[config.mk]
export PLATFORM = sky130hd
export DESIGN_NAME = step_sequencer_slide_accent_flat
export DESIGN_NICKNAME = d
export VERILOG_FILES = /design/src/sv/sqsa_pkg.sv /design/src/sv/sqsa_if.sv /design/src/sv/sqsa_ram.sv /design/src/sv/sqsa_front.sv /design/src/sv/sqsa_queue.sv /design/src/sv/sqsa_back.sv /design/src/sv/step_sequencer_slide_accent.sv /design/src/flat_wrapper.sv
export VERILOG_INCLUDE_DIRS = /design/src /design/src/sv
export SDC_FILE = /design/constraint.sdc
export NUM_CORES = 1
export LEC_CHECK = 0
export CORE_ASPECT_RATIO = 1.25
export CORE_MARGIN = 8
export CORE_UTILIZATION = 35
export DETAILED_ROUTE_END_ITERATION = 10
export DONT_BUFFER_PORTS = 1
export GPL_ROUTABILITY_DRIVEN = 0
export PLACE_DENSITY = 0.5
export SLEW_MARGIN = 20
export SYNTH_ARGS = -nofsm -noshare
export SYNTH_HDL_FRONTEND = slang
export SYNTH_SLANG_ARGS = --single-unit
[constraint.sdc]
create_clock -name clk -period 9.8 [get_ports clk]
set_input_delay 0.49 -clock clk [delete_from_list [all_inputs] [get_ports clk]]
set_output_delay 0.49 -clock clk [all_outputs]
set_load 0.1 [all_outputs]
[src/sv/step_sequencer_slide_accent_macros.svh]
// assertion macros for the step sequencer
// expects clk and rst_n in the scope of use
`ifndef STEP_SEQUENCER_SLIDE_ACCENT_MACROS_SVH
`define STEP_SEQUENCER_SLIDE_ACCENT_MACROS_SVH

// same-cycle implication
`define SQSA_ASSERT_IMP(name, ante, cons, msg) \
    name: assert property (@(posedge clk) disable iff (!rst_n) (ante) |-> (cons)) \
        else $error(msg);

// next-cycle implication
`define SQSA_ASSERT_NXT(name, ante, cons, msg) \
    name: assert property (@(posedge clk) disable iff (!rst_n) (ante) |=> (cons)) \
        else $error(msg);

`endif

[src/sv/sqsa_pkg.sv]
// shared types and constants for the step sequencer
// no dependencies
`timescale 1ns / 1ps

package sqsa_pkg;

    localparam int MAX_STEPS_DEF = 16;
    localparam int Q_DEPTH_DEF   = 2;

    localparam int MODE_W    = 2;
    localparam int STEP_W    = 4;
    localparam int NOTE_W    = 7;
    localparam int VEL_W     = 9;
    localparam int KIND_W    = 2;
    localparam int ENTRY_W   = 10;
    localparam int SPS_W     = 32;
    localparam int CNT_REG_W = 5;
    localparam int CFG_IDX_W = 1;

    localparam logic [CFG_IDX_W-1:0] REG_SPS   = 1'b0;
    localparam logic [CFG_IDX_W-1:0] REG_COUNT = 1'b1;

    localparam logic [SPS_W-1:0]     SPS_RESET   = 32'd1536000;
    localparam logic [CNT_REG_W-1:0] COUNT_RESET = 5'd16;
    localparam logic [SPS_W:0]       ONE_SAMPLE  = 33'd256;

    localparam logic [VEL_W-1:0] VEL_ACCENT = 9'd256;
    localparam logic [VEL_W-1:0] VEL_NORMAL = 9'd141;
    localparam logic [VEL_W-1:0] VEL_NONE   = 9'd0;

    typedef enum logic [MODE_W-1:0] {
        MODE_TICK  = 2'd0,
        MODE_WRITE = 2'd1,
        MODE_START = 2'd2,
        MODE_STOP  = 2'd3
    } mode_t;

    typedef enum logic [KIND_W-1:0] {
        KIND_ON      = 2'd0,
        KIND_OFF     = 2'd1,
        KIND_ALL_OFF = 2'd2
    } kind_t;

    // step table entry, note in the low bits
    typedef struct packed {
        logic              slide;
        logic              accent;
        logic              on;
        logic [NOTE_W-1:0] note;
    } entry_t;

    // word between front and back
    typedef struct packed {
        logic              clear;
        logic [STEP_W-1:0] step;
        logic [NOTE_W-1:0] note;
        logic              on;
        logic              accent;
        logic              prev_slide;
    } q_item_t;

    typedef struct packed {
        logic [KIND_W-1:0] kind;
        logic [NOTE_W-1:0] note;
        logic [VEL_W-1:0]  vel;
        logic [STEP_W-1:0] step;
        logic              last;
    } evt_t;

endpackage

[src/sv/sqsa_if.sv]
// channel interfaces for the step sequencer: command, event and config write
// depends on sqsa_pkg
`timescale 1ns / 1ps

interface sqsa_cmd_if import sqsa_pkg::*; ();
    logic              valid;
    logic              ready;
    logic [MODE_W-1:0] mode;
    logic [STEP_W-1:0] step_index;
    logic [NOTE_W-1:0] step_note;
    logic              step_on;
    logic              step_accent;
    logic              step_slide;

    modport source (output valid, mode, step_index, step_note, step_on, step_accent,
                    step_slide, input ready);
    modport sink (input valid, mode, step_index, step_note, step_on, step_accent,
                  step_slide, output ready);
endinterface

interface sqsa_evt_if import sqsa_pkg::*; ();
    logic              valid;
    logic              ready;
    logic [KIND_W-1:0] event_kind;
    logic [NOTE_W-1:0] note_number;
    logic [VEL_W-1:0]  velocity_q8;
    logic [STEP_W-1:0] step_now;
    logic              last;

    modport source (output valid, event_kind, note_number, velocity_q8, step_now, last,
                    input ready);
    modport sink (input valid, event_kind, note_number, velocity_q8, step_now, last,
                  output ready);
endinterface

interface sqsa_cfg_if import sqsa_pkg::*; ();
    logic                 valid;
    logic                 ready;
    logic [CFG_IDX_W-1:0] index;
    logic [SPS_W-1:0]     data;

    modport source (output valid, index, data, input ready);
    modport sink (input valid, index, data, output ready);
endinterface

[src/sv/sqsa_ram.sv]
// generic single-port-write, single-port-read ram with registered read
// no dependencies
`timescale 1ns / 1ps

module sqsa_ram #(
    parameter int WIDTH = 8,
    parameter int DEPTH = 16
) (
    input  logic                     clk,
    input  logic                     we,
    input  logic [$clog2(DEPTH)-1:0] waddr,
    input  logic [WIDTH-1:0]         wdata,
    input  logic                     re,
    input  logic [$clog2(DEPTH)-1:0] raddr,
    output logic [WIDTH-1:0]         rdata
);

    logic [WIDTH-1:0] mem_reg [DEPTH];
    logic [WIDTH-1:0] rdata_reg;

    always_ff @(posedge clk)
    begin
        if (we)
        begin
            mem_reg[waddr] <= wdata;
        end
        if (re)
        begin
            rdata_reg <= mem_reg[raddr];
        end
    end

    assign rdata = rdata_reg;

endmodule

[src/sv/sqsa_front.sv]
// front end: takes commands and config, keeps the playback position and the
// step table, and issues step changes and rewinds to the back end
// depends on sqsa_pkg, sqsa_if, sqsa_ram
`timescale 1ns / 1ps

module sqsa_front import sqsa_pkg::*; #(
    parameter int MAX_STEPS = MAX_STEPS_DEF
) (
    input  logic    clk,
    input  logic    rst_n,
    sqsa_cmd_if.sink cmd,
    sqsa_cfg_if.sink cfg,
    output logic    push_valid,
    input  logic    push_ready,
    output q_item_t push_item
);

    localparam int AW = $clog2(MAX_STEPS);
    localparam int CW = (AW + 1 > CNT_REG_W) ? AW + 1 : CNT_REG_W;
    localparam logic [CW-1:0] MAX_CNT = CW'(MAX_STEPS);

    logic [SPS_W-1:0]     sps_reg;
    logic [CNT_REG_W-1:0] count_reg;
    logic                 playing_reg, playing_next;
    logic                 known_reg, known_next;
    logic [AW-1:0]        cur_step_reg, cur_step_next;
    logic [SPS_W-1:0]     phase_reg, phase_next;
    logic                 cur_slide_reg, cur_slide_next;
    logic [MAX_STEPS-1:0] valid_reg, valid_next;

    logic                 s1_valid_reg, s1_valid_next;
    logic                 s1_clear_reg;
    logic [STEP_W-1:0]    s1_step_reg;
    logic                 s1_prev_reg;
    logic                 s1_vld_reg;

    logic          acc;
    logic          s1_move;
    logic          s1_load;
    logic          enter;
    logic          clear;
    logic [AW-1:0] enter_step;
    logic          prev_slide;
    logic          we;
    logic [AW-1:0] waddr;
    logic          idx_ok;
    logic [SPS_W:0] len;
    logic [SPS_W:0] p;
    logic [SPS_W:0] p_wrap;
    logic [CW-1:0] cnt_ext;
    logic [CW-1:0] cnt_eff;
    logic [CW-1:0] nxt;
    logic [CW-1:0] nxt_w;
    logic [ENTRY_W-1:0] ram_rdata;
    entry_t        rd_entry;
    entry_t        wr_entry;

    assign cfg.ready  = 1'b1;
    assign cmd.ready  = !s1_valid_reg || push_ready;
    assign acc        = cmd.valid && cmd.ready;
    assign s1_move    = s1_valid_reg && push_ready;
    assign push_valid = s1_valid_reg;

    assign waddr  = AW'(cmd.step_index);
    assign idx_ok = CW'(cmd.step_index) < MAX_CNT;

    assign wr_entry = '{slide: cmd.step_slide, accent: cmd.step_accent,
                        on: cmd.step_on, note: cmd.step_note};
    assign rd_entry = entry_t'(ram_rdata);

    // step length below one sample acts as one sample
    assign len    = (sps_reg < ONE_SAMPLE[SPS_W-1:0]) ? ONE_SAMPLE : {1'b0, sps_reg};
    assign p      = {1'b0, phase_reg} + ONE_SAMPLE;
    assign p_wrap = p - len;

    assign cnt_ext = CW'(count_reg);
    assign cnt_eff = (cnt_ext == '0) ? CW'(1) : ((cnt_ext > MAX_CNT) ? MAX_CNT : cnt_ext);
    assign nxt     = CW'(cur_step_reg) + CW'(1);
    assign nxt_w   = (nxt >= cnt_eff) ? '0 : nxt;

    // slide of the step being left; its entry may still sit in the read stage
    assign prev_slide = known_reg &&
        ((s1_valid_reg && !s1_clear_reg) ? (rd_entry.slide && s1_vld_reg) : cur_slide_reg);

    always_comb
    begin
        playing_next  = playing_reg;
        known_next    = known_reg;
        cur_step_next = cur_step_reg;
        phase_next    = phase_reg;
        valid_next    = valid_reg;
        enter         = 1'b0;
        clear         = 1'b0;
        enter_step    = '0;
        we            = 1'b0;
        if (acc)
        begin
            case (mode_t'(cmd.mode))
                MODE_TICK:
                begin
                    if (playing_reg)
                    begin
                        if (!known_reg)
                        begin
                            phase_next = '0;
                            enter      = 1'b1;
                            enter_step = '0;
                        end
                        else if (p >= len)
                        begin
                            phase_next = p_wrap[SPS_W-1:0];
                            if (nxt_w != CW'(cur_step_reg))
                            begin
                                enter      = 1'b1;
                                enter_step = nxt_w[AW-1:0];
                            end
                        end
                        else
                        begin
                            phase_next = p[SPS_W-1:0];
                        end
                    end
                end
                MODE_WRITE:
                begin
                    if (idx_ok)
                    begin
                        we               = 1'b1;
                        valid_next[waddr] = 1'b1;
                    end
                end
                MODE_START:
                begin
                    playing_next = 1'b1;
                end
                MODE_STOP:
                begin
                    playing_next  = 1'b0;
                    known_next    = 1'b0;
                    cur_step_next = '0;
                    phase_next    = '0;
                    clear         = 1'b1;
                end
                default:
                begin
                    playing_next = playing_reg;
                end
            endcase
            if (enter)
            begin
                cur_step_next = enter_step;
                known_next    = 1'b1;
            end
        end
    end

    always_comb
    begin
        cur_slide_next = cur_slide_reg;
        if (s1_move && !s1_clear_reg)
        begin
            cur_slide_next = rd_entry.slide && s1_vld_reg;
        end
        // a later write to the current step overrides what was read
        if (we && (waddr == cur_step_reg))
        begin
            cur_slide_next = cmd.step_slide;
        end
    end

    assign s1_load       = acc && (enter || clear);
    assign s1_valid_next = s1_load ? 1'b1 : (s1_move ? 1'b0 : s1_valid_reg);

    sqsa_ram #(
        .WIDTH (ENTRY_W),
        .DEPTH (MAX_STEPS)
    ) u_table (
        .clk   (clk),
        .we    (we),
        .waddr (waddr),
        .wdata (wr_entry),
        .re    (acc && enter),
        .raddr (enter_step),
        .rdata (ram_rdata)
    );

    always_ff @(posedge clk or negedge rst_n)
    begin
        if (!rst_n)
        begin
            sps_reg       <= SPS_RESET;
            count_reg     <= COUNT_RESET;
            playing_reg   <= 1'b0;
            known_reg     <= 1'b0;
            cur_step_reg  <= '0;
            phase_reg     <= '0;
            cur_slide_reg <= 1'b0;
            valid_reg     <= '0;
            s1_valid_reg  <= 1'b0;
        end
        else
        begin
            if (cfg.valid && cfg.ready)
            begin
                case (cfg.index)
                    REG_SPS:   sps_reg   <= cfg.data;
                    REG_COUNT: count_reg <= cfg.data[CNT_REG_W-1:0];
                    default:   sps_reg   <= sps_reg;
                endcase
            end
            playing_reg   <= playing_next;
            known_reg     <= known_next;
            cur_step_reg  <= cur_step_next;
            phase_reg     <= phase_next;
            cur_slide_reg <= cur_slide_next;
            valid_reg     <= valid_next;
            s1_valid_reg  <= s1_valid_next;
        end
    end

    always_ff @(posedge clk)
    begin
        if (s1_load)
        begin
            s1_clear_reg <= clear;
            s1_step_reg  <= STEP_W'(enter_step);
            s1_prev_reg  <= prev_slide;
            s1_vld_reg   <= enter && valid_reg[enter_step];
        end
    end

    assign push_item.clear      = s1_clear_reg;
    assign push_item.step       = s1_step_reg;
    assign push_item.note       = rd_entry.note & {NOTE_W{s1_vld_reg}};
    assign push_item.on         = rd_entry.on && s1_vld_reg;
    assign push_item.accent     = rd_entry.accent && s1_vld_reg;
    assign push_item.prev_slide = s1_prev_reg;

endmodule

[src/sv/sqsa_queue.sv]
// short fifo of words between front and back end
// depends on sqsa_pkg
`timescale 1ns / 1ps

module sqsa_queue import sqsa_pkg::*; #(
    parameter int DEPTH = Q_DEPTH_DEF
) (
    input  logic    clk,
    input  logic    rst_n,
    input  logic    push_valid,
    output logic    push_ready,
    input  q_item_t push_item,
    output logic    head_valid,
    output q_item_t head,
    input  logic    pop
);

    localparam int PW = $clog2(DEPTH);
    localparam int NW = $clog2(DEPTH + 1);

    q_item_t        mem_reg [DEPTH];
    logic [PW-1:0]  wr_ptr_reg, wr_ptr_next;
    logic [PW-1:0]  rd_ptr_reg, rd_ptr_next;
    logic [NW-1:0]  count_reg, count_next;
    logic           do_push;
    logic           do_pop;

    assign push_ready = count_reg < NW'(DEPTH);
    assign head_valid = count_reg != '0;
    assign head       = mem_reg[rd_ptr_reg];
    assign do_push    = push_valid && push_ready;
    assign do_pop     = pop && head_valid;

    always_comb
    begin
        wr_ptr_next = wr_ptr_reg;
        rd_ptr_next = rd_ptr_reg;
        if (do_push)
        begin
            wr_ptr_next = (wr_ptr_reg == PW'(DEPTH - 1)) ? '0 : wr_ptr_reg + PW'(1);
        end
        if (do_pop)
        begin
            rd_ptr_next = (rd_ptr_reg == PW'(DEPTH - 1)) ? '0 : rd_ptr_reg + PW'(1);
        end
        count_next = count_reg + NW'(do_push) - NW'(do_pop);
    end

    always_ff @(posedge clk or negedge rst_n)
    begin
        if (!rst_n)
        begin
            wr_ptr_reg <= '0;
            rd_ptr_reg <= '0;
            count_reg  <= '0;
        end
        else
        begin
            wr_ptr_reg <= wr_ptr_next;
            rd_ptr_reg <= rd_ptr_next;
            count_reg  <= count_next;
        end
    end

    always_ff @(posedge clk)
    begin
        if (do_push)
        begin
            mem_reg[wr_ptr_reg] <= push_item;
        end
    end

endmodule

[src/sv/sqsa_back.sv]
// back end: turns step changes into note events, tracks the sounding note,
// drives the event channel through an output register
// depends on sqsa_pkg, sqsa_if
`timescale 1ns / 1ps

module sqsa_back import sqsa_pkg::*; (
    input  logic        clk,
    input  logic        rst_n,
    input  logic        head_valid,
    input  q_item_t     head,
    output logic        pop,
    sqsa_evt_if.source  evt
);

    logic              ev_idx_reg, ev_idx_next;
    logic              sounding_reg, sounding_next;
    logic [NOTE_W-1:0] snote_reg, snote_next;
    logic              out_valid_reg, out_valid_next;
    evt_t              out_reg;

    logic              slide_path;
    logic [1:0]        n_ev;
    logic [VEL_W-1:0]  vel;
    evt_t              ev_on;
    evt_t              ev_off;
    evt_t              ev_all;
    evt_t              ev_first;
    evt_t              ev_second;
    evt_t              ev_sel;
    logic              slot_free;
    logic              load;

    assign slide_path = head.prev_slide && sounding_reg;
    assign vel        = head.accent ? VEL_ACCENT : VEL_NORMAL;

    assign ev_on  = '{kind: KIND_ON, note: head.note, vel: vel, step: head.step, last: 1'b0};
    assign ev_off = '{kind: KIND_OFF, note: snote_reg, vel: VEL_NONE, step: head.step,
                      last: 1'b0};
    assign ev_all = '{kind: KIND_ALL_OFF, note: '0, vel: VEL_NONE, step: head.step,
                      last: 1'b0};

    always_comb
    begin
        if (head.clear)
        begin
            n_ev = 2'd0;
        end
        else if (slide_path)
        begin
            n_ev = head.on ? 2'd2 : 2'd1;
        end
        else
        begin
            n_ev = 2'(sounding_reg) + 2'(head.on);
        end
    end

    // slide: new note on (if any) before the old note off; otherwise all off (if sounding) then on
    assign ev_first  = slide_path ? (head.on ? ev_on : ev_off) : (sounding_reg ? ev_all : ev_on);
    assign ev_second = slide_path ? ev_off : ev_on;

    always_comb
    begin
        ev_sel      = ev_idx_reg ? ev_second : ev_first;
        ev_sel.last = (n_ev == 2'd1) || ev_idx_reg;
    end

    assign slot_free = !out_valid_reg || evt.ready;
    assign load      = head_valid && (n_ev != 2'd0) && slot_free;

    always_comb
    begin
        pop           = 1'b0;
        ev_idx_next   = ev_idx_reg;
        sounding_next = sounding_reg;
        snote_next    = snote_reg;
        if (head_valid && (n_ev == 2'd0))
        begin
            pop = 1'b1;
        end
        else if (load)
        begin
            pop         = ev_sel.last;
            ev_idx_next = !ev_sel.last;
        end
        if (pop)
        begin
            if (head.clear)
            begin
                sounding_next = 1'b0;
            end
            else
            begin
                sounding_next = head.on;
                snote_next    = head.on ? head.note : snote_reg;
            end
        end
        out_valid_next = load ? 1'b1 : (evt.ready ? 1'b0 : out_valid_reg);
    end

    always_ff @(posedge clk or negedge rst_n)
    begin
        if (!rst_n)
        begin
            ev_idx_reg    <= 1'b0;
            sounding_reg  <= 1'b0;
            snote_reg     <= '0;
            out_valid_reg <= 1'b0;
        end
        else
        begin
            ev_idx_reg    <= ev_idx_next;
            sounding_reg  <= sounding_next;
            snote_reg     <= snote_next;
            out_valid_reg <= out_valid_next;
        end
    end

    always_ff @(posedge clk)
    begin
        if (load)
        begin
            out_reg <= ev_sel;
        end
    end

    assign evt.valid       = out_valid_reg;
    assign evt.event_kind  = out_reg.kind;
    assign evt.note_number = out_reg.note;
    assign evt.velocity_q8 = out_reg.vel;
    assign evt.step_now    = out_reg.step;
    assign evt.last        = out_reg.last;

endmodule

[src/sv/step_sequencer_slide_accent.sv]
// top level of the step sequencer with slide and accent
// depends on sqsa_pkg, sqsa_if, sqsa_front, sqsa_queue, sqsa_back, macros header
//
// usage:
//   cmd carries one word per audio sample tick, or a step-table write, start
//   or stop-and-rewind. cfg writes the step length (samples, 8 fraction bits,
//   index 0) and the step count (index 1); write it only while idle.
//   evt gives note on, note off and all-notes-off words; last marks the final
//   word caused by one command.
// throughput: one command per cycle while cmd.ready is high. a step change that
//   gives two events loads the event register twice, one event per cycle while
//   evt.ready is high; the queue lets the front keep taking commands.
// path: the first event of a step change reaches evt through the table read on
//   the accepting edge, the queue and the output register.
// reset: all steps read as empty, playback stopped and rewound, step length
//   6000 samples, 16 steps. no clearing pass is needed.
// stall: when evt.ready is low the event register holds; the queue then
//   fills and cmd.ready drops until the back end moves again.
`timescale 1ns / 1ps
`include "step_sequencer_slide_accent_macros.svh"

module step_sequencer_slide_accent import sqsa_pkg::*; #(
    parameter int MAX_STEPS = MAX_STEPS_DEF,
    parameter int Q_DEPTH   = Q_DEPTH_DEF
) (
    input  logic       clk,
    input  logic       rst_n,
    sqsa_cmd_if.sink   cmd,
    sqsa_evt_if.source evt,
    sqsa_cfg_if.sink   cfg
);

    logic    push_valid;
    logic    push_ready;
    q_item_t push_item;
    logic    head_valid;
    q_item_t head;
    logic    pop;

    sqsa_front #(
        .MAX_STEPS (MAX_STEPS)
    ) u_front (
        .clk        (clk),
        .rst_n      (rst_n),
        .cmd        (cmd),
        .cfg        (cfg),
        .push_valid (push_valid),
        .push_ready (push_ready),
        .push_item  (push_item)
    );

    sqsa_queue #(
        .DEPTH (Q_DEPTH)
    ) u_queue (
        .clk        (clk),
        .rst_n      (rst_n),
        .push_valid (push_valid),
        .push_ready (push_ready),
        .push_item  (push_item),
        .head_valid (head_valid),
        .head       (head),
        .pop        (pop)
    );

    sqsa_back u_back (
        .clk        (clk),
        .rst_n      (rst_n),
        .head_valid (head_valid),
        .head       (head),
        .pop        (pop),
        .evt        (evt)
    );

    // a plain note off always closes a step change
    `SQSA_ASSERT_IMP(a_off_is_last, evt.valid && !evt.last, evt.event_kind != KIND_OFF, "note off not last")
    // only note on carries a velocity
    `SQSA_ASSERT_IMP(a_vel_on_only, evt.valid && (evt.event_kind != KIND_ON), evt.velocity_q8 == VEL_NONE, "velocity on non note-on")
    // a word in the read stage waits for room in the queue
    `SQSA_ASSERT_NXT(a_s1_holds, push_valid && !push_ready, push_valid, "read stage word dropped")

endmodule
[src/flat_wrapper.sv]
// flat-port wrapper written by rule: the top's interface ports become plain ports
module step_sequencer_slide_accent_flat import sqsa_pkg::*;
#(
    parameter int MAX_STEPS = MAX_STEPS_DEF,
    parameter int Q_DEPTH   = Q_DEPTH_DEF
)
  (clk, rst_n, cmd_valid, cmd_mode, cmd_step_index, cmd_step_note, cmd_step_on, cmd_step_accent, cmd_step_slide, cmd_ready, evt_valid, evt_event_kind, evt_note_number, evt_velocity_q8, evt_step_now, evt_last, evt_ready, cfg_valid, cfg_index, cfg_data, cfg_ready);
  sqsa_cmd_if cmd_i ();
  sqsa_evt_if evt_i ();
  sqsa_cfg_if cfg_i ();
  input  logic clk;
  input  logic rst_n;
  input wire logic [$bits(cmd_i.valid)-1:0] cmd_valid;
  input wire logic [$bits(cmd_i.mode)-1:0] cmd_mode;
  input wire logic [$bits(cmd_i.step_index)-1:0] cmd_step_index;
  input wire logic [$bits(cmd_i.step_note)-1:0] cmd_step_note;
  input wire logic [$bits(cmd_i.step_on)-1:0] cmd_step_on;
  input wire logic [$bits(cmd_i.step_accent)-1:0] cmd_step_accent;
  input wire logic [$bits(cmd_i.step_slide)-1:0] cmd_step_slide;
  output wire logic [$bits(cmd_i.ready)-1:0] cmd_ready;
  output wire logic [$bits(evt_i.valid)-1:0] evt_valid;
  output wire logic [$bits(evt_i.event_kind)-1:0] evt_event_kind;
  output wire logic [$bits(evt_i.note_number)-1:0] evt_note_number;
  output wire logic [$bits(evt_i.velocity_q8)-1:0] evt_velocity_q8;
  output wire logic [$bits(evt_i.step_now)-1:0] evt_step_now;
  output wire logic [$bits(evt_i.last)-1:0] evt_last;
  input wire logic [$bits(evt_i.ready)-1:0] evt_ready;
  input wire logic [$bits(cfg_i.valid)-1:0] cfg_valid;
  input wire logic [$bits(cfg_i.index)-1:0] cfg_index;
  input wire logic [$bits(cfg_i.data)-1:0] cfg_data;
  output wire logic [$bits(cfg_i.ready)-1:0] cfg_ready;
  assign cmd_i.valid = cmd_valid;
  assign cmd_i.mode = cmd_mode;
  assign cmd_i.step_index = cmd_step_index;
  assign cmd_i.step_note = cmd_step_note;
  assign cmd_i.step_on = cmd_step_on;
  assign cmd_i.step_accent = cmd_step_accent;
  assign cmd_i.step_slide = cmd_step_slide;
  assign cmd_ready = cmd_i.ready;
  assign evt_valid = evt_i.valid;
  assign evt_event_kind = evt_i.event_kind;
  assign evt_note_number = evt_i.note_number;
  assign evt_velocity_q8 = evt_i.velocity_q8;
  assign evt_step_now = evt_i.step_now;
  assign evt_last = evt_i.last;
  assign evt_i.ready = evt_ready;
  assign cfg_i.valid = cfg_valid;
  assign cfg_i.index = cfg_index;
  assign cfg_i.data = cfg_data;
  assign cfg_ready = cfg_i.ready;
  step_sequencer_slide_accent #(.MAX_STEPS(MAX_STEPS), .Q_DEPTH(Q_DEPTH)) u_core (.clk(clk), .rst_n(rst_n), .cmd(cmd_i), .evt(evt_i), .cfg(cfg_i));
endmodule
======== Word-level counts from Yosys, hierarchy flattened ========
Memories as Yosys holds them, arrays and structs flattened. A register that Yosys moved wholly into a read port is not among the register bits.
Index checks and enable logic that the tools add are counted.
operators by class
  $add $sub $neg .......................... 8
  multiplexer cells ....................... 59
  $lt $le $gt $ge ......................... 8
  reductions and logical operators ........ 45
  bitwise logic cells ..................... 5
  equal/unequal tests ..................... 7
operator list
  operator               number
  $mux 32                4
  $mux 23                3
  $pmux 32 s2            1
  $mux 22                2
  $add 32x9->33 const B  1
  $ge 33x32->1           1
  $lt 32x9->1 const B    1
  $mux 4                 8
  $sub 32x32->32         1
  $mux 1                 31
  $logic_and 1x1->1      18
  $or 16x16->16          1
  $reduce_bool 2->1      8
  $mux 5                 3
  $reduce_and 2->1       6
  $lt 4x5->1 const B     2
  $mux 9                 1
  $and 7x7->7            1
  $mux 2                 3
  $reduce_and 3->1       2
  $add 4x1->5 const B    1
  $ge 5x5->1             1
  $gt 5x5->1 const B     1
  $logic_not 5->1        1
  18 further kinds       30
word-level totals
  memories ................................ 2
  bits in registers ....................... 137
  bits in writable memories ............... 190
  word-level logic and storage cells ...... 159
memories
  name                            words  width  read ports  clocked after memory_dff  wr ports  RTL line          text
  u_core.u_front.u_table.mem_reg  16     10     1           1                         1         sqsa_ram.sv:18    logic [WIDTH-1:0] mem_reg [DEPTH];
  u_core.u_queue.mem_reg          2      15     1           0                         1         sqsa_queue.sv:21  q_item_t mem_reg [DEPTH];

======== Depth between registers and ports, before layout ========
Gate-level depths: netlist of run 1.
  word-level depth ........................ 16
  mapped depth ............................ 21

======== Hierarchy ========
Synthesis of run 1 repeated with hierarchy kept, for this count alone.
second synthesis, totals
  cells, all modules ...................... 1,206
  area total of the unflattened synthesis .. 15,776.4 um^2
by module, submodules not included
  module      instances  area an instance (um^2)  sequential area each (um^2)  cells an instance
  sqsa_front  1          6,781.5                  2,547.4                      771
  sqsa_ram    1          6,453.7                  5,104.9                      279
  sqsa_queue  1          1,343.8                  1,001.0                      67
  sqsa_back   1          1,197.4                  730.7                        89

======== Worst setup path before layout of run 1 ========
No wires, ideal clock.
  path kind ............................... flip-flop to flip-flop
  start ................................... register u_core.u_front.phase_reg[10]
  end ..................................... register u_core.u_front.s1_clear_reg (enable)
  library setup time ...................... 0.320 ns
  arrival time ............................ 4.517 ns
  cell stages (with the launch flop) ...... 20
  path slack .............................. 4.963 ns
  period minus slack after synthesis ...... 4.837 ns
  cell sequence ........................... dfrtp_1 -> and3_1 -> and4_1 -> nor3b_1 -> and3_1 -> and3_1 -> nand2_1 -> xnor2_1 -> ha_1 -> clkbuf_1 -> nand3_1 -> a31oi_1 -> o2111ai_1 -> o211ai_2 -> nor2_1 -> a21oi_1 -> a21oi_1 -> nor2_1 -> nor2_1 -> inv_1
between the ends
  word-level cells in the longest chain between the ends .. 10
RTL lines
  element                     RTL line           text
  start: declaration          sqsa_front.sv:27   logic [SPS_W-1:0] phase_reg, phase_next;
  start signal: assignment    sqsa_front.sv:214  phase_reg <= phase_next;
  $add 32x9->33               sqsa_front.sv:73   assign p = {1'b0, phase_reg} + ONE_SAMPLE;
  $ge 33x32->1                sqsa_front.sv:109  else if (p >= len)
  $mux 1                      sqsa_front.sv:109
  $mux 1                      sqsa_front.sv:103  if (!known_reg)
  $mux 1                      sqsa_front.sv:101  if (playing_reg)
  $mux 1                      sqsa_front.sv:98   case (mode_t'(cmd.mode))
  $mux 1 (2 in a row)         sqsa_front.sv:96   if (acc)
  $logic_or 1x1->1            sqsa_front.sv:171  assign s1_load = acc && (enter || clear);
  $logic_and 1x1->1           sqsa_front.sv:171
  net u_core.u_front.s1_load  sqsa_front.sv:39   logic s1_load;
  end signal: assignment      sqsa_front.sv:225  s1_clear_reg <= clear;
  end: declaration            sqsa_front.sv:32   logic s1_clear_reg;
The timed path passes the listed nets, and every way through them passes these cells. The select of a mux whose other input is x is not followed.
A chain may end at the register's enable or synchronous reset.

======== Final worst setup path of run 1 ========
  start ................................... register u_core.u_front.phase_reg[10]
  end ..................................... register u_core.u_front.u_table.rdata_reg[8], in the netlist u_core.u_front.u_table.rdata[8], read port of u_core.u_front.u_table.mem_reg (data pin)
between the ends
  word-level cells in the longest chain between the ends .. 9
  elaborated cells between the ends (all ways) .. 14
  classes of those cells .................. 1 x add/sub; 1 x order compare; 11 x mux; 1 x reduce/logical
RTL lines
  element              RTL line           text
  $add 32x9->33 (*)    sqsa_front.sv:73
  $ge 33x32->1 (*)     sqsa_front.sv:109
  $mux 1               sqsa_front.sv:109
  $mux 1               sqsa_front.sv:103
  $mux 1               sqsa_front.sv:101
  $mux 1               sqsa_front.sv:98
  $mux 1 (2 in a row)  sqsa_front.sv:96
  $logic_and 1x1->1    sqsa_front.sv:182  .re (acc && enter),
  end: declaration     sqsa_ram.sv:19     logic [WIDTH-1:0] rdata_reg;
Every way passes the cells marked *; elsewhere a longest branch is shown, timed or not. The select of a mux whose other input is x is not followed.

==> results of run 1 <==
## cells by family after synthesis
logic type	count (synthesis)
AND/OR/NAND/NOR	336
flip-flops	330
AO/OA/AOI/OAI	325
buffers and inverters	117
multiplexers	81
XOR/XNOR	57
adder cells (fa/ha/maj)	47
other	2
## placed cells by master (no fill, tap or decap), types with 11 or more instances in the layout
cell / instances
clkbuf_1: 11
xor2_1: 18
o22ai_1: 50
o21ai_0: 87
and3_1: 22
ha_1: 46
dfrtp_1: 99
a21oi_1: 46
or2_2: 16
xnor2_1: 39
nand3_1: 22
mux2i_1: 47
clkbuf_16: 39
nor2_1: 60
a22oi_1: 12
mux2_2: 34
nand2_1: 127
nor3_1: 18
and2_1: 15
buf_4: 27
inv_1: 60
a21o_1: 27
edfxtp_1: 223
## timing repair
item / CTS / global route
setup buffers: 0 / 0
hold buffers: 5 / 0
hold endpoints to repair: 115 / 0
## cells in the mapped netlist (all sizes together), types with 3 or more instances
| library cell | number | area (µm²) |
|---|---|---|
| mux2 | 34 | 382.9 |
| a22o | 6 | 52.55 |
| a31oi | 4 | 25.02 |
| nor3b | 5 | 37.54 |
| dfrtp | 99 | 2477 |
| o21ai | 91 | 455.4 |
| mux2i | 47 | 470.5 |
| nor3 | 19 | 95.09 |
| o211ai | 12 | 100.1 |
| a32o | 6 | 60.06 |
| clkbuf | 34 | 127.6 |
| inv | 60 | 225.2 |
| and3 | 22 | 137.6 |
| o2111ai | 9 | 85.08 |
| a21oi | 46 | 230.2 |
| a221oi | 7 | 61.31 |
| nor2 | 63 | 236.5 |
| a2111oi | 7 | 86.33 |
| o31ai | 10 | 75.07 |
| dfstp | 8 | 210.2 |
| nand2b | 9 | 56.30 |
| xnor2 | 39 | 341.6 |
| nand3b | 3 | 22.52 |
| or3 | 3 | 18.77 |
| xor2 | 18 | 157.7 |
| a211oi | 4 | 30.03 |
| nand3 | 22 | 110.1 |
| nand2 | 127 | 476.7 |
| nand4 | 8 | 50.05 |
| o22ai | 50 | 312.8 |
| o21a | 7 | 52.55 |
| edfxtp | 223 | 6696 |
| buf | 22 | 135.1 |
| or2 | 17 | 106.4 |
| nor4 | 9 | 62.56 |
| nor2b | 8 | 50.05 |
| o21bai | 5 | 37.54 |
| a22oi | 12 | 90.09 |
| ha | 46 | 575.6 |
| a21o | 27 | 202.7 |
| and2 | 15 | 93.84 |
## path summary, 6_finish.rpt
check	startpoint	to	slack, ns
max in group asynchronous	rst_n	u_core.u_back.snote_reg[0]$_DFFE_PN0P_	8.82
setup / recovery	u_core.u_front.phase_reg[10]$_DFFE_PN0P_	u_core.u_front.u_table.rdata[8]$_DFFE_PP_	3.82
setup reg to reg	u_core.u_front.phase_reg[10]$_DFFE_PN0P_	u_core.u_front.u_table.rdata[8]$_DFFE_PP_	3.82
hold / removal	cmd_step_note[1]	u_core.u_front.u_table.mem_reg[1][1]$_DFFE_PP_	0.03
min in group asynchronous	rst_n	u_core.u_front.sps_reg[6]$_DFFE_PN0P_	0.52
hold reg to reg	u_core.u_front.s1_step_reg[1]$_DFFE_PP_	u_core.u_queue.mem_reg[1][11]$_DFFE_PP_	0.45
## final cells by class
type	instances	area [µm²]
multi-input cells	851	5788
well taps	572	715.7
flip-flops and latches	330	9384
inverters	61	229.0
fillers	4207	26330
clock inverters	17	186.4
repair buffers	34	317.8
clock buffers	53	1059
## per-stage QoR
stage                       util  worst slack [ns]  power, mW  hold WS [ns]
after CTS                 0.4013             3.754      3.981      0.001405
final                     0.4017             3.815      3.928       0.02862
after global routing      0.4017             3.271      4.108      0.002438
after global placement    0.3713             3.657      2.523        0.2016
after floorplan                -             4.963      2.380        0.1944
after detailed placement  0.3714             3.796      2.534        0.2025
## where the power goes
group / leakage (nW) / switching [mW] / internal, mW
sequential: 3.37 / 0.267 / 1.65
combinational: 2.98 / 0.376 / 0.219
clock: 0.613 / 0.576 / 0.842
total: 6.96 / 1.22 / 2.71
## layer usage
metal	vias to the layer above	GRT usage	part of all wire
met3	64	0.03568	0.058
li1	4864	-	-
met1	4991	0.1854	0.41
met5	-	0	0
met2	241	0.2683	0.50
met4	0	0.05460	0.029
==> results.sh, run 1 <==
export IMPL_status="complete, no violations"
export IMPL_die_h_um=252.1
export IMPL_holdPathStages=0
export IMPL_synth_fa_ha_area_frac=0.03817
export IMPL_synthArstFlopShare=0.3242
export IMPL_tns_ns=0
export IMPL_cts_tree="done"
export IMPL_cp_max_fo=21
export IMPL_slowest_stage="inv_1"
export IMPL_dpl_cell_area_um2=16350
export IMPL_largest_reg_flops=160
export IMPL_design_area_um2=17680
export IMPL_hold_viol=0
export IMPL_synth_edff_count=223
export IMPL_synth_xor_xnor_area_share=0.03199
export IMPL_drc=0
export IMPL_synth_warnings=0
export IMPL_io_pins=80
export IMPL_drive_gt1_frac=0.1181
export IMPL_wl_per_cell_um=20.91
export IMPL_yosys_area_share_simple=0.1032
export IMPL_synthMuxAreaShare=0.05468
export IMPL_antenna_found_initial=0
export IMPL_critical_path_endpoint_type="register"
export IMPL_gr_total_overflow=0
export IMPL_synth_area_per_cell_um2=12.05
export IMPL_postSynthCellCount=1295
export IMPL_ys_ff_latch=330
export IMPL_crit_path_frequent_cell="and3_1"
export IMPL_period_share=0.6107
export IMPL_cp_num_buf_inv=2
export IMPL_std_cell_rows=86
export IMPL_rsz0062_at_grt="false"
export IMPL_cp_start_kind="register"
export IMPL_synthToLayoutAreaGrowth_pct=13.29
export IMPL_worstMarginPinSlew_ns=1.081
export IMPL_core_um2=44010
export IMPL_synth_top_family_by_area="compound AO/OA/AOI/OAI gates"
export IMPL_path_clk_slew_ns=0.06
export IMPL_slowest_delay_ns=0.71
export IMPL_start_util=0.3546
export IMPL_routed_wl_um=40100
export IMPL_synth_compound_area_frac=0.1386
export IMPL_ant_nets=0
export IMPL_antenna_diode_count=0
export IMPL_grt_max_degree=108
export IMPL_numCtsBuffers=38
export IMPL_setup_violations_final=0
export IMPL_drtIter0Drc=701
export IMPL_dp_cells=1842
export IMPL_die_area_um2=51640
export IMPL_slew_headroom=0.2776
export IMPL_root_buffer="clkbuf_16"
export IMPL_report_final_slew_viol_count=0
export IMPL_ys_types=73
export IMPL_first_global_vias=10490
export IMPL_grt_pass1_wl_um=62010
export IMPL_cp_depth=18
export IMPL_vdd_ir_drop_max_v=0.0001381
export IMPL_via_per_inst=5.297
export IMPL_ctsResizeCount=0
export IMPL_crit_type="reg2reg"
export IMPL_skew_ns=0.02103
export IMPL_track_usage=0.1547
export IMPL_clock_latency_ns=0.56
export IMPL_fin_cells=1918
export IMPL_post_dp_hpwl_um=27280
export IMPL_fp_dieW_um=204.9
export IMPL_crit_family="simple AND/OR/NAND/NOR gates"
export IMPL_powerDensity_nw_per_um2=222.2
export IMPL_cts_htree_levels=2
export IMPL_clkSinkCount=330
export IMPL_syn_cell_area_um2=15600
export IMPL_nets=1417
export IMPL_power_leakage_nw=6.964
export IMPL_cap_violations=0
export IMPL_synth_main_ff_cell="edfxtp_1"
export IMPL_max_freq_ghz=0.1671
export IMPL_r2r_cells=18
export IMPL_critPathArrivalTime_ns=6.29
export IMPL_min_period_ns=5.985
export IMPL_port_buffers=0
export IMPL_ys_seq_area_frac=0.6013
export IMPL_crit_required_ns=10.10
export IMPL_dr_pass1_iters=5
export IMPL_holdCritPathClass="in2reg"
export IMPL_dr_total_vias=10160
export IMPL_cts_path_max_buffers=3
export IMPL_cp_cell_sequence="and3_1 -> and4_1 -> nor3b_1 -> and3_1 -> and3_1 -> xor2_1 -> ha_1 -> nand3_1 -> nor2_1 -> inv_1 -> o311ai_0 -> nor2_1 -> a2111oi_4 -> nand2_1 -> inv_1 -> a221oi_1 -> o21a_1 -> a41o_1"
Note: power is estimated with default switching activity, not from simulation.
==> inputs of run 2 (changes only) <==
Settings changed: ABC_AREA set to 1.
Clock period 9.8 ns to 5.72 ns, I/O delays scaled along.
==> run 2 against run 1 <==
  * Routed wire length is 3.5% higher
  * Critical endpoint is now u_core.u_front.u_table.rdata[2]$_DFFE_PP_
  * Final area up 5.2%
  * Clock power increased by 60%
  * Sequential share of layout area fell by 2.6 points
  * Cell count up 22%
  * Power increased by 77%
  * Utilization up 0.23 points
  * Synthesized cell count grew 29%
  * Clock skew shrank 0.0065 ns
  * Worst setup slack worse by 2.9 ns
  * Hold slack improved by 0.013 ns
  * Highest routed layer unchanged
  * First-iteration DRC count rose by 16%
==> results.sh, run 2 <==
export IMPL_synth_area_per_cell_um2=9.737
export IMPL_status="complete, no violations"
export IMPL_largest_reg_flops=160
export IMPL_path_clk_slew_ns=0.06
export IMPL_dr_pass1_iters=5
export IMPL_skew_ns=0.01451
export IMPL_hold_buffers=47
export IMPL_core_um2=46020
export IMPL_clkSinkCount=330
export IMPL_drtIter0Drc=810
export IMPL_hold_slack_ns=0.04122
export IMPL_min_period_ns=4.793
export IMPL_ys_types=51
export IMPL_r2r_start="u_core.u_front.phase_reg[10]$_DFFE_PN0P_"
export IMPL_post_dp_hpwl_um=28070
export IMPL_p_total_mw=6.967
export IMPL_first_global_vias=11457
export IMPL_holdPathStages=3
export IMPL_synth_main_ff_cell="edfxtp_1"
export IMPL_synth_area_leader_cell="edfxtp_1"
export IMPL_final_common_cell="nand2_1"
export IMPL_dpl_cell_area_um2=16950
export IMPL_critical_path_endpoint_type="register"
export IMPL_yosysMostFrequentCell="nand2_1"
export IMPL_tns_ns=0
export IMPL_vdd_ir_drop_max_v=0.0002545
export IMPL_place_ws_ns=0.8691
export IMPL_cts_path_max_buffers=3
export IMPL_regArea_um2=9384
export IMPL_dr_total_vias=11524
export IMPL_critPathArrivalTime_ns=5.11
export IMPL_nets=1829
export IMPL_root_buffer="clkbuf_16"
export IMPL_holdCritPathClass="in2reg"
export IMPL_slowest_delay_ns=0.42
export IMPL_worst_slack_ns=0.9270
export IMPL_hold_viol=0
export IMPL_cts_tree="done"
export IMPL_track_usage=0.1543
export IMPL_ys_seq_area_frac=0.5761
export IMPL_cp_cell_sequence="nand4_1 -> nor2_1 -> inv_1 -> nor2_1 -> nand2_1 -> nor3_1 -> nor3b_1 -> xor2_1 -> inv_1 -> ha_1 -> inv_1 -> nor3b_2 -> nand2_1 -> nor2_1 -> nor2_2 -> nand2_2 -> inv_4 -> nor2_4 -> nand3_4 -> inv_2 -> nand3_1 -> nand3_1 -> nand2_1"
export IMPL_synthToLayoutAreaGrowth_pct=14.16
export IMPL_wl_per_cell_um=17.71
export IMPL_std_cell_rows=88
export IMPL_power_leakage_nw=8.027
export IMPL_r2r_end="u_core.u_front.u_table.rdata[2]$_DFFE_PP_"
export IMPL_drive_gt1_frac=0.07797
export IMPL_synthArstFlopShare=0.3242
export IMPL_cp_max_fo=22
export IMPL_cts_htree_levels=2
export IMPL_start_util=0.3539
export IMPL_fp_dieW_um=209.0
export IMPL_holdPathEnd="u_core.u_front.playing_reg$_DFFE_PN0P_"
export IMPL_fin_cells=2343
export IMPL_powerDensity_nw_per_um2=374.6
export IMPL_synth_common_cells="320 x nand2_1, 229 x inv_1, 223 x edfxtp_1, 114 x a21oi_1, 114 x nor2_1"
export IMPL_die_area_um2=53740
export IMPL_port_buffers=0
export IMPL_numCtsBuffers=37
export IMPL_antenna_found_initial=1
export IMPL_ys_top_cells_by_area="edfxtp_1 41%, dfrtp_1 15%, nand2_1 7.4%"
export IMPL_synth_edff_count=223
export IMPL_routed_wl_um=41490
export IMPL_crit_required_ns=6.04
export IMPL_r2r_cells=23
export IMPL_drc=0
export IMPL_syn_cell_area_um2=16290
export IMPL_cap_violations=0
export IMPL_slowest_stage="dfrtp_1"
export IMPL_via_per_inst=4.918
export IMPL_slew_headroom=0.3786
export IMPL_clock_latency_ns=0.56
export IMPL_period_share=0.8379
export IMPL_worstMarginPinSlew_ns=0.9341
export IMPL_crit_type="reg2reg"
export IMPL_final_fill_count=4497
export IMPL_ys_ff_latch=330
export IMPL_gr_total_overflow=0
export IMPL_postSynthCellCount=1673
export IMPL_final_util=0.4040
export IMPL_setup_violations_final=0
export IMPL_multi_input_area_um2=5669
export IMPL_die_h_um=257.2
export IMPL_ant_nets=0
export IMPL_grt_pass1_wl_um=65700
export IMPL_worstHoldStart="cmd_mode[1]"
export IMPL_io_pins=80
export IMPL_ctsResizeCount=0
export IMPL_report_final_slew_viol_count=0
export IMPL_dp_cells=2227
export IMPL_regToRegSetupSlack_ns=0.93
export IMPL_cp_start_kind="register"
export IMPL_synth_warnings=0
export IMPL_grt_max_degree=129
export IMPL_max_freq_ghz=0.2086
export IMPL_cts_setup_buffers=0
export IMPL_design_area_um2=18600
export IMPL_layout_common_cells="319 x nand2_1, 229 x inv_1, 223 x edfxtp_1, 114 x nor2_1, 114 x a21oi_1"
export IMPL_rsz0062_at_grt="false"
export IMPL_synth_top_area_frac=0.4111
==> run 2: logic make-up (layout without fill, tap and decap cells) <==
family | count (synthesis) | after routing | synth area share
AOI/OAI and AO/OA | 327 | 327 | 0.1163
muxes | 9 | 9 | 0.005838
xor gates and xnor gates | 45 | 45 | 0.02419
and+or+nand+nor | 611 | 611 | 0.1631
other | 2 | 6 | 0.0004610
adders and majority gates | 47 | 47 | 0.03656
DFF | 330 | 330 | 0.5761
buffers and inverters | 302 | 383 | 0.07750
==> run 2: routing by layer <==
metal / track usage / vias to the layer above / wire length, µm / share of wire
met5: 0 / - / 0 / 0
met4: 0.04312 / 0 / 923 / 0.022
met3: 0.03199 / 55 / 2053 / 0.049
met2: 0.2722 / 247 / 20760 / 0.50
met1: 0.1885 / 5440 / 17750 / 0.43
li1: - / 5782 / - / -
==> run 2: where the power goes <==
group	leakage (nW)	internal, mW	switching [mW]	total, mW
clock	0.552	1.27	0.995	2.27
sequential	3.36	2.86	0.563	3.42
combinational	4.12	0.407	0.868	1.28
==> run 2: critical path: cells and delay by family (launching register included) <==
| kind | cells | cell delay [ns] |
|---|---|---|
| xor gates and xnor gates | 1 | 0.26 |
| adders and majority gates | 1 | 0.42 |
| buffers and inverters | 5 | 0.81 |
| DFF | 1 | 0.42 |
| and+or+nand+nor | 16 | 2.66 |
==> run 2: final cells by class <==
class / instances / area share
multi-input combinational: 1044 / 0.3049
clock buffer: 55 / 0.05558
timing repair buffer: 77 / 0.04078
inverter: 238 / 0.04818
antenna: 1 / 0.0001346
tap: 585 / 0.03936
sequential: 330 / 0.5046
clock inverter: 13 / 0.006459
==> run 2: worst max-delay path by stage <==
stage                                              from                                        end  slack [ns]  cells past startpoint
2_1_floorplan   u_core.u_front.phase_reg[8]$_DFFE_PN0P_      u_core.u_front.s1_clear_reg$_DFFE_PP_        1.78                     23
3_3_place_gp    u_core.u_front.phase_reg[8]$_DFFE_PN0P_  u_core.u_front.u_table.rdata[4]$_DFFE_PP_        1.02                     25
3_5_place_dp   u_core.u_front.phase_reg[10]$_DFFE_PN0P_  u_core.u_front.u_table.rdata[0]$_DFFE_PP_        0.87                     23
4_1_cts        u_core.u_front.phase_reg[10]$_DFFE_PN0P_  u_core.u_front.u_table.rdata[0]$_DFFE_PP_        0.86                     23
5_1_grt        u_core.u_front.phase_reg[10]$_DFFE_PN0P_  u_core.u_front.u_table.rdata[0]$_DFFE_PP_        0.36                     23
6_report       u_core.u_front.phase_reg[10]$_DFFE_PN0P_  u_core.u_front.u_table.rdata[2]$_DFFE_PP_        0.93                     23
==> inputs of run 3 (changes only) <==
Settings changed: ABC_AREA 1 to 0, PLACE_DENSITY 0.5 to 0.52.
Clock period 5.72 ns to 3.9 ns, I/O delays scaled along.
==> run 3 against run 2 <==
  * The flow now finishes with violations (setup timing)
  * Fmax is 6.8% higher
  * Sequential share of layout area is 7.3 points lower
  * First-iteration DRC count is 20% lower
  * Clock power is 47% higher
  * Final area is 17% higher
  * Combinational power rose by 61%
  * Power is 46% higher
  * Global-route usage is 1.3 points higher
  * Hold slack lost 0.0054 ns
  * Utilization increased by 9.0 points
  * Clock skew is 0.0055 ns higher
==> results.sh, run 3 (synthesized netlist as in run 1, its figures left out) <==
export IMPL_cp_depth=19
export IMPL_critical_path_endpoint_type="register"
export IMPL_setup_violations_final=66
export IMPL_slew_headroom=0.2648
export IMPL_place_ws_ns=-0.9831
export IMPL_skew_ns=0.02001
export IMPL_die_area_um2=51640
export IMPL_gr_total_overflow=0
export IMPL_crit_required_ns=4.17
export IMPL_rsz0062_at_grt="true"
export IMPL_io_pins=80
export IMPL_dr_total_vias=11605
export IMPL_core_um2=44010
export IMPL_r2r_start="u_core.u_front.phase_reg[8]$_DFFE_PN0P_"
export IMPL_power_leakage_nw=8.932
export IMPL_root_buffer="clkbuf_16"
export IMPL_worstMarginPinSlew_ns=1.103
export IMPL_antenna_found_initial=2
export IMPL_cp_start_kind="register"
export IMPL_final_fill_count=3822
export IMPL_period_share=1.151
export IMPL_drc=0
export IMPL_ant_nets=0
export IMPL_cts_htree_levels=2
export IMPL_slowest_stage="dfrtp_1"
export IMPL_vdd_ir_drop_max_v=0.0003675
export IMPL_fp_dieW_um=204.9
export IMPL_r2r_cells=19
export IMPL_crit_family="compound AO/OA/AOI/OAI gates"
export IMPL_die_h_um=252.1
export IMPL_wl_per_cell_um=20.01
export IMPL_cp_max_fo=8
export IMPL_largest_reg_flops=160
export IMPL_track_usage=0.1669
export IMPL_critPathArrivalTime_ns=4.76
export IMPL_hold_viol=0
export IMPL_drtIter0Drc=646
export IMPL_clock_latency_ns=0.55
export IMPL_cts_tree="done"
export IMPL_final_util=0.4945
export IMPL_worst_slack_ns=-0.5898
export IMPL_crit_path_end="u_core.u_front.u_table.rdata[6]$_DFFE_PP_"
export IMPL_grt_pass1_wl_um=68250
export IMPL_design_area_um2=21760
export IMPL_start_util=0.3546
export IMPL_cp_num_buf_inv=3
export IMPL_routed_wl_um=44570
export IMPL_hold_slack_ns=0.03578
export IMPL_cp_cell_sequence="ha_2 -> and3_1 -> nand3_1 -> nor2_2 -> xnor2_2 -> ha_1 -> a21o_1 -> a221o_1 -> a311oi_4 -> o311ai_4 -> or2_4 -> o211ai_4 -> buf_12 -> buf_12 -> buf_12 -> mux2i_1 -> mux2i_1 -> o21ai_2 -> o21ai_1"
export IMPL_layout_common_cells="223 x buf_4, 223 x edfxtp_1, 112 x nand2_1, 99 x dfrtp_1, 54 x inv_1"
export IMPL_min_period_ns=4.490
export IMPL_nets=1726
export IMPL_numCtsBuffers=36
export IMPL_multi_input_area_um2=7014
export IMPL_post_dp_hpwl_um=29410
export IMPL_fin_cells=2227
export IMPL_clkSinkCount=330
export IMPL_dpl_cell_area_um2=17940
export IMPL_regToRegSetupSlack_ns=-0.59
export IMPL_crit_type="reg2reg"
export IMPL_slowest_delay_ns=0.39
export IMPL_crit_start="u_core.u_front.phase_reg[8]$_DFFE_PN0P_"
export IMPL_drive_gt1_frac=0.3551
export IMPL_report_final_slew_viol_count=0
export IMPL_via_per_inst=5.211
export IMPL_dr_pass1_iters=5
export IMPL_status="finished, violations left"
export IMPL_port_buffers=0
export IMPL_grt_max_degree=108
export IMPL_regArea_um2=9384
export IMPL_first_global_vias=11925
export IMPL_max_freq_ghz=0.2227
export IMPL_std_cell_rows=86
export IMPL_cap_violations=0
export IMPL_powerDensity_nw_per_um2=467.1
export IMPL_r2r_end="u_core.u_front.u_table.rdata[6]$_DFFE_PP_"
export IMPL_cts_path_max_buffers=3
export IMPL_path_clk_slew_ns=0.06
export IMPL_crit_path_frequent_cell="buf_12"
export IMPL_violations="setup timing"
export IMPL_holdCritPathClass="in2reg"
export IMPL_synthToLayoutAreaGrowth_pct=39.46
export IMPL_dp_cells=2034
==> run 3: worst reg2reg max path, cell delays in order (launching register included) <==
cell and delay [ns]:
dfrtp_1 0.39, ha_2 0.24, and3_1 0.20, nand3_1 0.14, nor2_2 0.15, xnor2_2 0.15
ha_1 0.27, a21o_1 0.21, a221o_1 0.36, a311oi_4 0.34, o311ai_4 0.21, or2_4 0.32
o211ai_4 0.21, buf_12 0.15, buf_12 0.14, buf_12 0.14, mux2i_1 0.18, mux2i_1 0.10
o21ai_2 0.22, o21ai_1 0.10
==> run 3: final cells by class <==
class	instances	share of cell area
clock inverters	25	0.009601
clock buffers	41	0.04272
well taps	572	0.03288
inverters	61	0.01115
repair buffers	345	0.1499
multi-input cells	851	0.3223
diodes	2	0.0002300
flip-flops and latches	330	0.4312
==> run 3: stage by stage <==
step | setup TNS, ns | total power, mW
after floorplan | -6.193 | 5.993
after global placement | -31.23 | 6.535
after detailed placement | -34.88 | 6.564
final | -14.98 | 10.17
after CTS | -9.753 | 10.15
after global routing | -28.51 | 10.61
==> run 3: power by group <==
part	switching, mW	total (mW)	internal, mW
clock network	1.46	3.33	1.87
registers	0.639	4.78	4.14
logic	1.19	2.06	0.871
==> run 3: how the worst min path moves through the flow <==
| stage | start | endpoint | slack, ns | cells after the start |
|---|---|---|---|---|
| global placement | rst_n | u_core.u_front.cnt_ext[0]$_DFFE_PN0P_ | -0.1 | 0 |
| global route | cmd_valid | u_core.u_front.playing_reg$_DFFE_PN0P_ | 0.04 | 2 |
| finish | cmd_valid | u_core.u_front.playing_reg$_DFFE_PN0P_ | 0.04 | 2 |
| floorplan | rst_n | u_core.u_back.ev_idx_reg$_DFFE_PN0P_ | -0.10 | 0 |
| detailed placement | rst_n | u_core.u_front.cnt_ext[0]$_DFFE_PN0P_ | -0.1 | 0 |
| CTS | cfg_index | u_core.u_front.sps_reg[22]$_DFFE_PN0P_ | 0.01 | 3 |
==> run 3: per-layer routing <==
| layer | wire length, µm | GRT usage |
|---|---|---|
| met5 | 12 | 0 |
| met4 | 1505 | 0.05787 |
| met3 | 1970 | 0.02721 |
| met2 | 22380 | 0.2899 |
| met1 | 18710 | 0.2072 |
==> run 3: repair_timing <==
item,4_1_cts,5_1_grt
buffers inserted,57,36
resized for setup,170,158
endpoints found under the hold margin,309,0
gates cloned,4,4
setup endpoints to repair,70,70
hold buffers,49,0
pin swaps,51,80
